**config.mk**
```make
export PLATFORM = sky130hd
export DESIGN_NAME = first_fit_block_allocator
export DESIGN_NICKNAME = d
export VERILOG_FILES = /design/src/rtl/core/ffa_pkg.sv /design/src/rtl/core/ffa_ram.sv /design/src/rtl/core/first_fit_block_allocator.sv
export SDC_FILE = /design/constraint.sdc
export NUM_CORES = 2
export LEC_CHECK = 0
export BUFFER_PORTS_ARGS = -buffer_cell sky130_fd_sc_hd__buf_2
export CELL_PAD_IN_SITES_DETAIL_PLACEMENT = 1
export CELL_PAD_IN_SITES_GLOBAL_PLACEMENT = 1
export CORE_MARGIN = 4
export CORE_UTILIZATION = 45
export DETAILED_ROUTE_END_ITERATION = 8
export PLACE_DENSITY = 0.78
export SLEW_MARGIN = 25
export SYNTH_ARGS = -nofsm -noshare
export SYNTH_HDL_FRONTEND = slang
export SYNTH_SLANG_ARGS = --single-unit
```
**constraint.sdc**
```tcl
create_clock -name i_clk -period 19 [get_ports i_clk]
set_input_delay 0.95 -clock i_clk [delete_from_list [all_inputs] [get_ports i_clk]]
set_output_delay 0.95 -clock i_clk [all_outputs]
set_load 0.01 [all_outputs]
```
**src/rtl/core/ffa_pkg.sv**
```systemverilog
// Package for the first-fit block allocator: types, constants and the heap reset image.
package ffa_pkg;

    localparam int HEAP_CHUNKS = 256;
    localparam int ADDR_W      = $clog2(HEAP_CHUNKS);
    localparam int SIZE_W      = 8;
    localparam int ENTRY_W     = SIZE_W + 1;
    localparam int WALK_W      = ADDR_W + 1;

    localparam logic [WALK_W-1:0] HEAP_END = WALK_W'(HEAP_CHUNKS);

    localparam logic KIND_ALLOC = 1'b0;
    localparam logic KIND_FREE  = 1'b1;

    typedef struct packed {
        logic              kind;
        logic [SIZE_W-1:0] req_size;
        logic [SIZE_W-1:0] block_index;
    } t_ffa_in;

    typedef struct packed {
        logic              ok;
        logic [SIZE_W-1:0] block_start;
    } t_ffa_out;

    // header entry: size in the upper bits, allocated flag in bit 0
    typedef struct packed {
        logic [SIZE_W-1:0] size;
        logic              used;
    } t_ffa_hdr;

    typedef enum logic [1:0] {
        ST_IDLE,
        ST_WALK,
        ST_SPLIT,
        ST_FREE
    } t_ffa_state;

    function automatic t_ffa_hdr ffa_reset_hdr(input logic [ADDR_W-1:0] addr);
        t_ffa_hdr h;
        h.size = '0;
        h.used = 1'b0;
        if (addr == '0) begin
            h.size = SIZE_W'(HEAP_CHUNKS - 2);
        end else if (addr == ADDR_W'(HEAP_CHUNKS - 1)) begin
            h.used = 1'b1;
        end
        return h;
    endfunction

endpackage

```
**src/rtl/core/ffa_ram.sv**
```systemverilog
// Generic single-port RAM with registered read data.
module ffa_ram #(
    parameter int WIDTH = 8,
    parameter int DEPTH = 256
) (
    input  logic                     i_clk,
    input  logic                     i_we,
    input  logic [$clog2(DEPTH)-1:0] i_addr,
    input  logic [WIDTH-1:0]         i_wdata,
    output logic [WIDTH-1:0]         o_rdata
);

    logic [WIDTH-1:0] r_mem [DEPTH];
    logic [WIDTH-1:0] r_rdata;

    always_ff @(posedge i_clk) begin
        if (i_we) begin
            r_mem[i_addr] <= i_wdata;
        end
        r_rdata <= r_mem[i_addr];
    end

    assign o_rdata = r_rdata;

endmodule

```
**src/rtl/core/first_fit_block_allocator.sv**
```systemverilog
// First-fit block allocator over an implicit list of block headers.
//
// Command channel: i_cmd is taken at a rising edge with start high and busy
// low. kind selects allocate (req_size) or free (block_index).
// Result channel: o_done strobes for one cycle with o_result; the receiver
// cannot hold it off, and a new command may be started in that same cycle.
// Sequence: a free reads the header, then writes it back with the
// allocated flag cleared. An allocate with size zero strobes in the cycle
// after the start. Any other allocate reads one header per cycle from the
// header RAM (one port, registered read), walking headers up to and
// including the fitting or final one; when the block is larger than asked,
// a split then writes the remainder header.
// Worst case is HEAP_CHUNKS - 1 headers walked: a one-chunk free remainder is a
// header of its own, so every chunk after the first payload chunk can be one.
// Reset: the header RAM is not cleared; a valid flag per chunk, cleared by
// reset, makes an unwritten chunk read as the initial layout (one free block
// at chunk 0 and the terminator in the last chunk). No clearing pass.
module first_fit_block_allocator (
    input  logic              i_clk,
    input  logic              i_rst_n,
    input  logic              start,
    output logic              busy,
    input  ffa_pkg::t_ffa_in  i_cmd,
    output logic              o_done,
    output ffa_pkg::t_ffa_out o_result
);

    ffa_pkg::t_ffa_state r_state, n_state;
    logic [ffa_pkg::ADDR_W-1:0]    r_h, n_h;
    logic [ffa_pkg::SIZE_W-1:0]    r_req, n_req;
    logic [ffa_pkg::SIZE_W-1:0]    r_sz, n_sz;
    logic [ffa_pkg::HEAP_CHUNKS-1:0] r_valid;
    logic                          r_done, n_done;
    ffa_pkg::t_ffa_out             r_res, n_res;

    logic                          ram_we;
    logic [ffa_pkg::ADDR_W-1:0]    ram_addr;
    ffa_pkg::t_ffa_hdr             ram_wdata;
    logic [ffa_pkg::ENTRY_W-1:0]   ram_rdata;

    ffa_pkg::t_ffa_hdr             cur;
    logic [ffa_pkg::WALK_W-1:0]    next_h;
    logic [ffa_pkg::WALK_W-1:0]    rem_h;
    logic [ffa_pkg::WALK_W-1:0]    free_idx;

    ffa_ram #(
        .WIDTH (ffa_pkg::ENTRY_W),
        .DEPTH (ffa_pkg::HEAP_CHUNKS)
    ) u_hdr_ram (
        .i_clk   (i_clk),
        .i_we    (ram_we),
        .i_addr  (ram_addr),
        .i_wdata (ram_wdata),
        .o_rdata (ram_rdata)
    );

    assign cur      = r_valid[r_h] ? ffa_pkg::t_ffa_hdr'(ram_rdata)
                                   : ffa_pkg::ffa_reset_hdr(r_h);
    assign next_h   = {1'b0, r_h} + ffa_pkg::WALK_W'(1) + ffa_pkg::WALK_W'(cur.size);
    assign rem_h    = {1'b0, r_h} + ffa_pkg::WALK_W'(1) + ffa_pkg::WALK_W'(r_req);
    assign free_idx = ffa_pkg::WALK_W'(i_cmd.block_index);
    assign busy     = (r_state != ffa_pkg::ST_IDLE);

    always_ff @(posedge i_clk) begin
        if (!i_rst_n) begin
            r_state <= ffa_pkg::ST_IDLE;
            r_valid <= '0;
            r_done  <= 1'b0;
        end else begin
            r_state <= n_state;
            r_done  <= n_done;
            if (ram_we) begin
                r_valid[ram_addr] <= 1'b1;
            end
        end
        r_h   <= n_h;
        r_req <= n_req;
        r_sz  <= n_sz;
        r_res <= n_res;
    end

    always_comb begin
        n_state   = r_state;
        n_h       = r_h;
        n_req     = r_req;
        n_sz      = r_sz;
        n_done    = 1'b0;
        n_res     = r_res;
        ram_we    = 1'b0;
        ram_addr  = r_h;
        ram_wdata = cur;

        unique case (r_state)
            ffa_pkg::ST_IDLE: begin
                if (start) begin
                    n_req = i_cmd.req_size;
                    if (i_cmd.kind == ffa_pkg::KIND_FREE) begin
                        if (free_idx < ffa_pkg::HEAP_END) begin
                            n_h      = i_cmd.block_index[ffa_pkg::ADDR_W-1:0];
                            ram_addr = i_cmd.block_index[ffa_pkg::ADDR_W-1:0];
                            n_state  = ffa_pkg::ST_FREE;
                        end else begin
                            n_done = 1'b1;
                            n_res  = '0;
                        end
                    end else if (i_cmd.req_size == '0) begin
                        n_done = 1'b1;
                        n_res  = '0;
                    end else begin
                        n_h      = '0;
                        ram_addr = '0;
                        n_state  = ffa_pkg::ST_WALK;
                    end
                end
            end
            ffa_pkg::ST_WALK: begin
                if (cur.used && cur.size == '0) begin
                    n_done  = 1'b1;
                    n_res   = '0;
                    n_state = ffa_pkg::ST_IDLE;
                end else if (!cur.used && cur.size >= r_req) begin
                    // claim the head of this block
                    ram_we         = 1'b1;
                    ram_wdata.size = r_req;
                    ram_wdata.used = 1'b1;
                    n_sz           = cur.size;
                    if (cur.size != r_req && rem_h < ffa_pkg::HEAP_END) begin
                        n_state = ffa_pkg::ST_SPLIT;
                    end else begin
                        n_done            = 1'b1;
                        n_res.ok          = 1'b1;
                        n_res.block_start = ffa_pkg::SIZE_W'(r_h);
                        n_state           = ffa_pkg::ST_IDLE;
                    end
                end else if (next_h >= ffa_pkg::HEAP_END) begin
                    n_done  = 1'b1;
                    n_res   = '0;
                    n_state = ffa_pkg::ST_IDLE;
                end else begin
                    n_h      = next_h[ffa_pkg::ADDR_W-1:0];
                    ram_addr = next_h[ffa_pkg::ADDR_W-1:0];
                end
            end
            ffa_pkg::ST_SPLIT: begin
                ram_we            = 1'b1;
                ram_addr          = rem_h[ffa_pkg::ADDR_W-1:0];
                ram_wdata.size    = r_sz - r_req - ffa_pkg::SIZE_W'(1);
                ram_wdata.used    = 1'b0;
                n_done            = 1'b1;
                n_res.ok          = 1'b1;
                n_res.block_start = ffa_pkg::SIZE_W'(r_h);
                n_state           = ffa_pkg::ST_IDLE;
            end
            ffa_pkg::ST_FREE: begin
                ram_we         = 1'b1;
                ram_wdata.size = cur.size;
                ram_wdata.used = 1'b0;
                n_done         = 1'b1;
                n_res.ok       = 1'b1;
                n_res.block_start = '0;
                n_state        = ffa_pkg::ST_IDLE;
            end
            default: begin
                n_state = ffa_pkg::ST_IDLE;
            end
        endcase
    end

    assign o_done   = r_done;
    assign o_result = r_res;

endmodule
```
**After elaboration in Yosys (flattened, before gate mapping)**

Memory sizes are Yosys's and may differ from the RTL's. A register that Yosys moved wholly into a read port is not among the register bits.
Index checks and enable logic that the tools add are counted.

- Output and inout port bits: 11
- Input bits: 20
- RAM bits: 2304
- ROM bits: 0
- Memories kept: 1
- Word-level logic and storage cells: 103
- Latch bits: 0
- Register bits: 292

- Eq/ne operators: 12
- Multipliers: 0
- Mux-type cells: 52
- Order comparisons: 7
- Shift-type cells: 0
- Div/mod/pow operators: 0
- $add $sub $neg: 5
- Reductions and logical operators: 16
- Bitwise logic cells: 2

Memory list:

| memory | words | width | rd ports | clocked after memory_dff | wr ports | line | text |
|---|---|---|---|---|---|---|---|
| u_hdr_ram.r_mem | 256 | 9 | 1 | 1 | 1 | ffa_ram.sv:13 | `logic [WIDTH-1:0] r_mem [DEPTH];` |

Operators by type and width:

| cell | number |
|---|---|
| $or A256 B256 Y256 | 1 |
| $mux W9 | 11 |
| $mux W8 | 8 |
| $pmux W9 S4 | 1 |
| $lt A8 B9 Y1 const B | 3 |
| $pmux W9 S3 | 1 |
| $logic_not A8 Y1 | 3 |
| $pmux W8 S3 | 1 |
| $add A9 B8 Y9 | 2 |
| $mux W1 | 16 |
| $mux W2 | 8 |
| $pmux W8 S2 | 1 |
| $ne A3 B3 Y1 const B | 4 |
| $add A8 B1 Y9 const B | 1 |
| $ge A9 B9 Y1 const B | 1 |
| $lt A9 B9 Y1 const B | 1 |
| $bmux W1 S8 | 1 |
| $demux W1 S8 | 1 |
| $eq A8 B8 Y1 const B | 1 |
| $ge A8 B1 Y1 const B | 1 |
| $ge A8 B8 Y1 | 1 |
| $ne A4 B4 Y1 const B | 2 |
| $ne A8 B8 Y1 | 1 |
| $sub A8 B1 Y8 const B | 1 |
| 17 further kinds | 22 |

**Longest topological paths before layout**

- Depth after elaboration: 15
- Depth in mapped cells: 37
- Depth with buffers taken out: 26

**Hierarchy**

A second synthesis with hierarchy kept.

- Cells, all modules: 5480
- Area, all modules: 101911.5 um2

Modules (own cells, without submodules):

| module | area each (um2) | cells each | instances |
|---|---|---|---|
| ffa_ram | 88016.9 | 3945 | 1 |
| first_fit_block_allocator | 13894.6 | 1535 | 1 |

**Worst setup path after synthesis**

OpenSTA, ideal clock, no wires.

- Path kind: reg2reg
- Start point: register r_h[1] in the netlist's numbering
- End point: memory u_hdr_ram.r_mem[0][2] in the netlist's numbering, data pin
- Clock period less this slack: 16505 ps
- Data arrival time: 14317 ps
- Cell stages (with the launch flop): 22
- Setup slack: 2495 ps
- Cell sequence: edfxtp_1 -> buf_2 -> buf_2 -> buf_2 -> mux4_2 -> a22oi_1 -> a21oi_1 -> a31o_1 -> a32o_2 -> mux2i_1 -> nand4_1 -> nand2_1 -> ha_1 -> nor2b_1 -> o21a_1 -> o21ai_0 -> a31o_2 -> nand2_1 -> nand3_1 -> clkbuf_1 -> mux2i_1 -> o21ai_0

RTL lines:

| what | line | text |
|---|---|---|
| start, declared | first_fit_block_allocator.sv:29 | `logic [ffa_pkg::ADDR_W-1:0] r_h, n_h;` |
| start signal, assigned | first_fit_block_allocator.sv:76 | `r_h <= n_h;` |
| end, declared | ffa_ram.sv:13 |  |

==> impl_metrics.tcl <==
set metrics [dict create \
    grt_setup_unrepaired "false" \
    setup_viol_count_final 0 \
    critPathMaxFanout 56 \
    synth_top_area_cell "edfxtp_1" \
    ctsHoldBuffers 0 \
    wl_per_cell_um 36.5 \
    cts_num_sinks 2605 \
    grt_util_met1_pct 41.0 \
    startpoint "r_h[1]" \
    synth_area_um2 105000 \
    synth_fp_nets 8035 \
    synth_edf_count 2337 \
    row_count 177 \
    cts_buffers 282 \
    start_util_pct 45.2 \
    area_growth_pct 12.4 \
    gp_congestion 0.960 \
    critPathSlowestCell "o21ai_0" \
    dr_total_vias 76742 \
    dr.first_iter.drc_count 13036 \
    cp_slowest_stage_delay_ns 0.86 \
    die_h_um 491 \
    regToRegEndpoint "u_hdr_ram.o_rdata[4]" \
    grt_pass1_vias 76686 \
    maxSlewViolCount 0 \
    hold_violations 0 \
    clock_path_buffers 4 \
    endpoint "u_hdr_ram.o_rdata[4]" \
    cp_num_cells 30 \
    grt_pass1_wl_mm 576 \
    ctsRootBufferMaster "clkbuf_16" \
    reg2reg_depth 30 \
    grt_overflow_total 0 \
    globalRouteMet3Util_pct 12.0 \
    skew_ns 0.0615 \
    fin_crit_ns 12.73 \
    ant_nets 0 \
    yosys_warnings 0 \
    core_area_um2 233000 \
    clkTransAtPathRegs_ns 0.07 \
    clk_latency_ns 0.95 \
    grt.busiest_layer "met2" \
    dr.pass1.iters 7 \
    endpoint_kind "flip-flop" \
    grt_usage_pct 33.2 \
    netlist_instances 7979 \
    crit_arrival_ns 13.61 \
    fin_nets 8066 \
    drc 0 \
    drt-total-wl_mm 412 \
    status "finished clean" \
    crit_buf_inv 7 \
    dp_hpwl_mm 250 \
    ys_seq_area_share_pct 71.9 \
    synth-main-ff-cell "edfxtp_1" \
    multi_input_area_um2 27800 \
    ios 31 \
    die_x_um 491 \
    dieArea_um2 241000 \
    grt_max_degree 183 \
    worst-setup-path-type "flip-flop to flip-flop" \
    postCtsResizedCells 0 \
    synth_top_area_share_pct 66.8 \
    critPathMostFrequentCell "buf_4" \
    drive_gt1_share_pct 11.6 \
    crit_family "compound AO/OA/AOI/OAI gates" \
    slew_headroom_pct 9.81 \
    fmax_ghz 0.0786 \
    setup_tns_ns 0 \
    post_cts_buffers 0 \
    cap_violations 0 \
    h-tree-depth 5 \
    hold_path.class "primary input to flip-flop" \
    async_reset_ff_share_pct 0 \
    antenna_found_initial 43 \
    cts_tree "yes" \
    avgViaCountPerCell 6.80 \
    worst_pin_slew_ns 1.34 \
    reg2reg_slack_ns 6.27 \
    rr_startpoint "r_h[1]" \
    finalCritPeriodShare_pct 67.0 \
    io_buffers 30 \
    synth_seq_cells 2605 \
    met2_usage_pct 48.5 \
    postSynthAreaPerCell_um2 13.2 \
    regArea_um2 75500 \
    nFillCells 22951 \
    synth.distinct_cells 88 \
    synthTopCellsByArea "edfxtp_1, nand2_1, dfxtp_1, nand3_1, mux2i_1" \
    startpoint_type "flip-flop" \
    critPathRequiredTime_ns 19.88 \
    hold_depth 1 \
]
[placed cells by master (no fill, tap or decap), types with 95 or more instances in the layout]
master / n
o21a_1: 260
nand3_1: 871
a31oi_1: 102
mux2i_1: 237
clkbuf_16: 290
a21oi_1: 95
buf_4: 215
nor2_1: 163
nand2_1: 1911
dfxtp_1: 268
nand4_1: 133
and3_1: 102
edfxtp_1: 2337
nor2_2: 138
[logic make-up after synthesis]
family	share of synthesized area (%)
and+or+nand+nor	14.6
buffers and inverters	2.55
AOI/OAI and AO/OA	6.37
muxes	4.01
xor gates and xnor gates	0.208
DFF	71.9
adders and majority gates	0.450
[metal layers]
| metal | up-vias | wire length, um |
|---|---|---|
| li1 | 29742 | - |
| met1 | 38849 | 140000 |
| met2 | 6425 | 180000 |
| met3 | 1702 | 58200 |
| met4 | 24 | 33400 |
| met5 | - | 163 |
[through the flow]
stage                     worst slack, ns  instance area [um2]  hold slack (ns)  std cells  utilization [%]
after floorplan                      2.50               105000            0.435       7979                -
after global placement               6.80               109000            0.441      10763             46.8
after detailed placement             7.12               109000            0.448      10765             47.0
after CTS                            7.09               118000            0.185      11249             50.7
after global routing                 6.41               118000            0.204      11258             50.8
final                                6.27               118000            0.214      11280             50.8
[worst min path at each step]
| stage | startpoint | end | slack, ns |
|---|---|---|---|
| 2_1_floorplan | r_valid[100] | r_valid[100] | 0.44 |
| 3_3_place_gp | r_valid[15] | r_valid[15] | 0.44 |
| 3_5_place_dp | r_valid[206] | r_valid[206] | 0.45 |
| 4_1_cts | i_cmd[13] | r_req[5] | 0.19 |
| 5_1_grt | i_cmd[13] | r_req[5] | 0.20 |
| 6_report | i_cmd[10] | r_req[2] | 0.21 |
[worst reg2reg max path: cells and delay by family (launching register included)]
| family | cells | cell delay, ns |
|---|---|---|
| xor gates and xnor gates | 1 | 0.16 |
| DFF | 1 | 0.35 |
| AOI/OAI and AO/OA | 11 | 4.84 |
| and+or+nand+nor | 7 | 2.06 |
| buffers and inverters | 7 | 3.73 |
| adders and majority gates | 2 | 0.66 |
| muxes | 2 | 0.91 |
[cell usage after synthesis (14+ instances only)]
cell type / count
nor3_1: 69
a32oi_1: 87
xnor2_1: 19
nor2_1: 313
a311oi_1: 32
o21a_1: 260
buf_1: 53
o211ai_1: 19
dfxtp_1: 268
buf_4: 36
nor2b_1: 17
and3_1: 102
o2111ai_1: 20
inv_1: 43
buf_6: 14
o21ai_0: 62
a211oi_1: 25
nand2_1: 1928
a2111oi_0: 21
nor4_1: 19
ha_1: 33
mux4_2: 77
buf_2: 268
a22oi_1: 32
nand3_1: 871
a21oi_1: 101
nand4_1: 133
a31oi_1: 102
edfxtp_1: 2337
mux2i_1: 239
clkbuf_1: 144
[layout make-up]
type                            count  area share [%]
Clock buffer                      391            6.62
Clock inverter                     93           0.656
Inverter                           44           0.140
Multi-Input combinational cell   4814            23.5
Sequential cell                  2605            63.9
Tap cell                         3043            3.22
Antenna cell                       27          0.0572
Timing Repair Buffer              263            1.82
[registers in the layout, indices dropped and copies added (netlist names)]
register and flops:
o_done 1, o_result 9, r_h 8, r_req 8
r_state 2, r_sz 8, r_valid 256, u_hdr_ram.o_rdata 9
u_hdr_ram.r_mem 2304
Power is left out: the tool's default activity adds up to more than one toggle a clock period on the data nets, which glitch-free logic cannot reach.
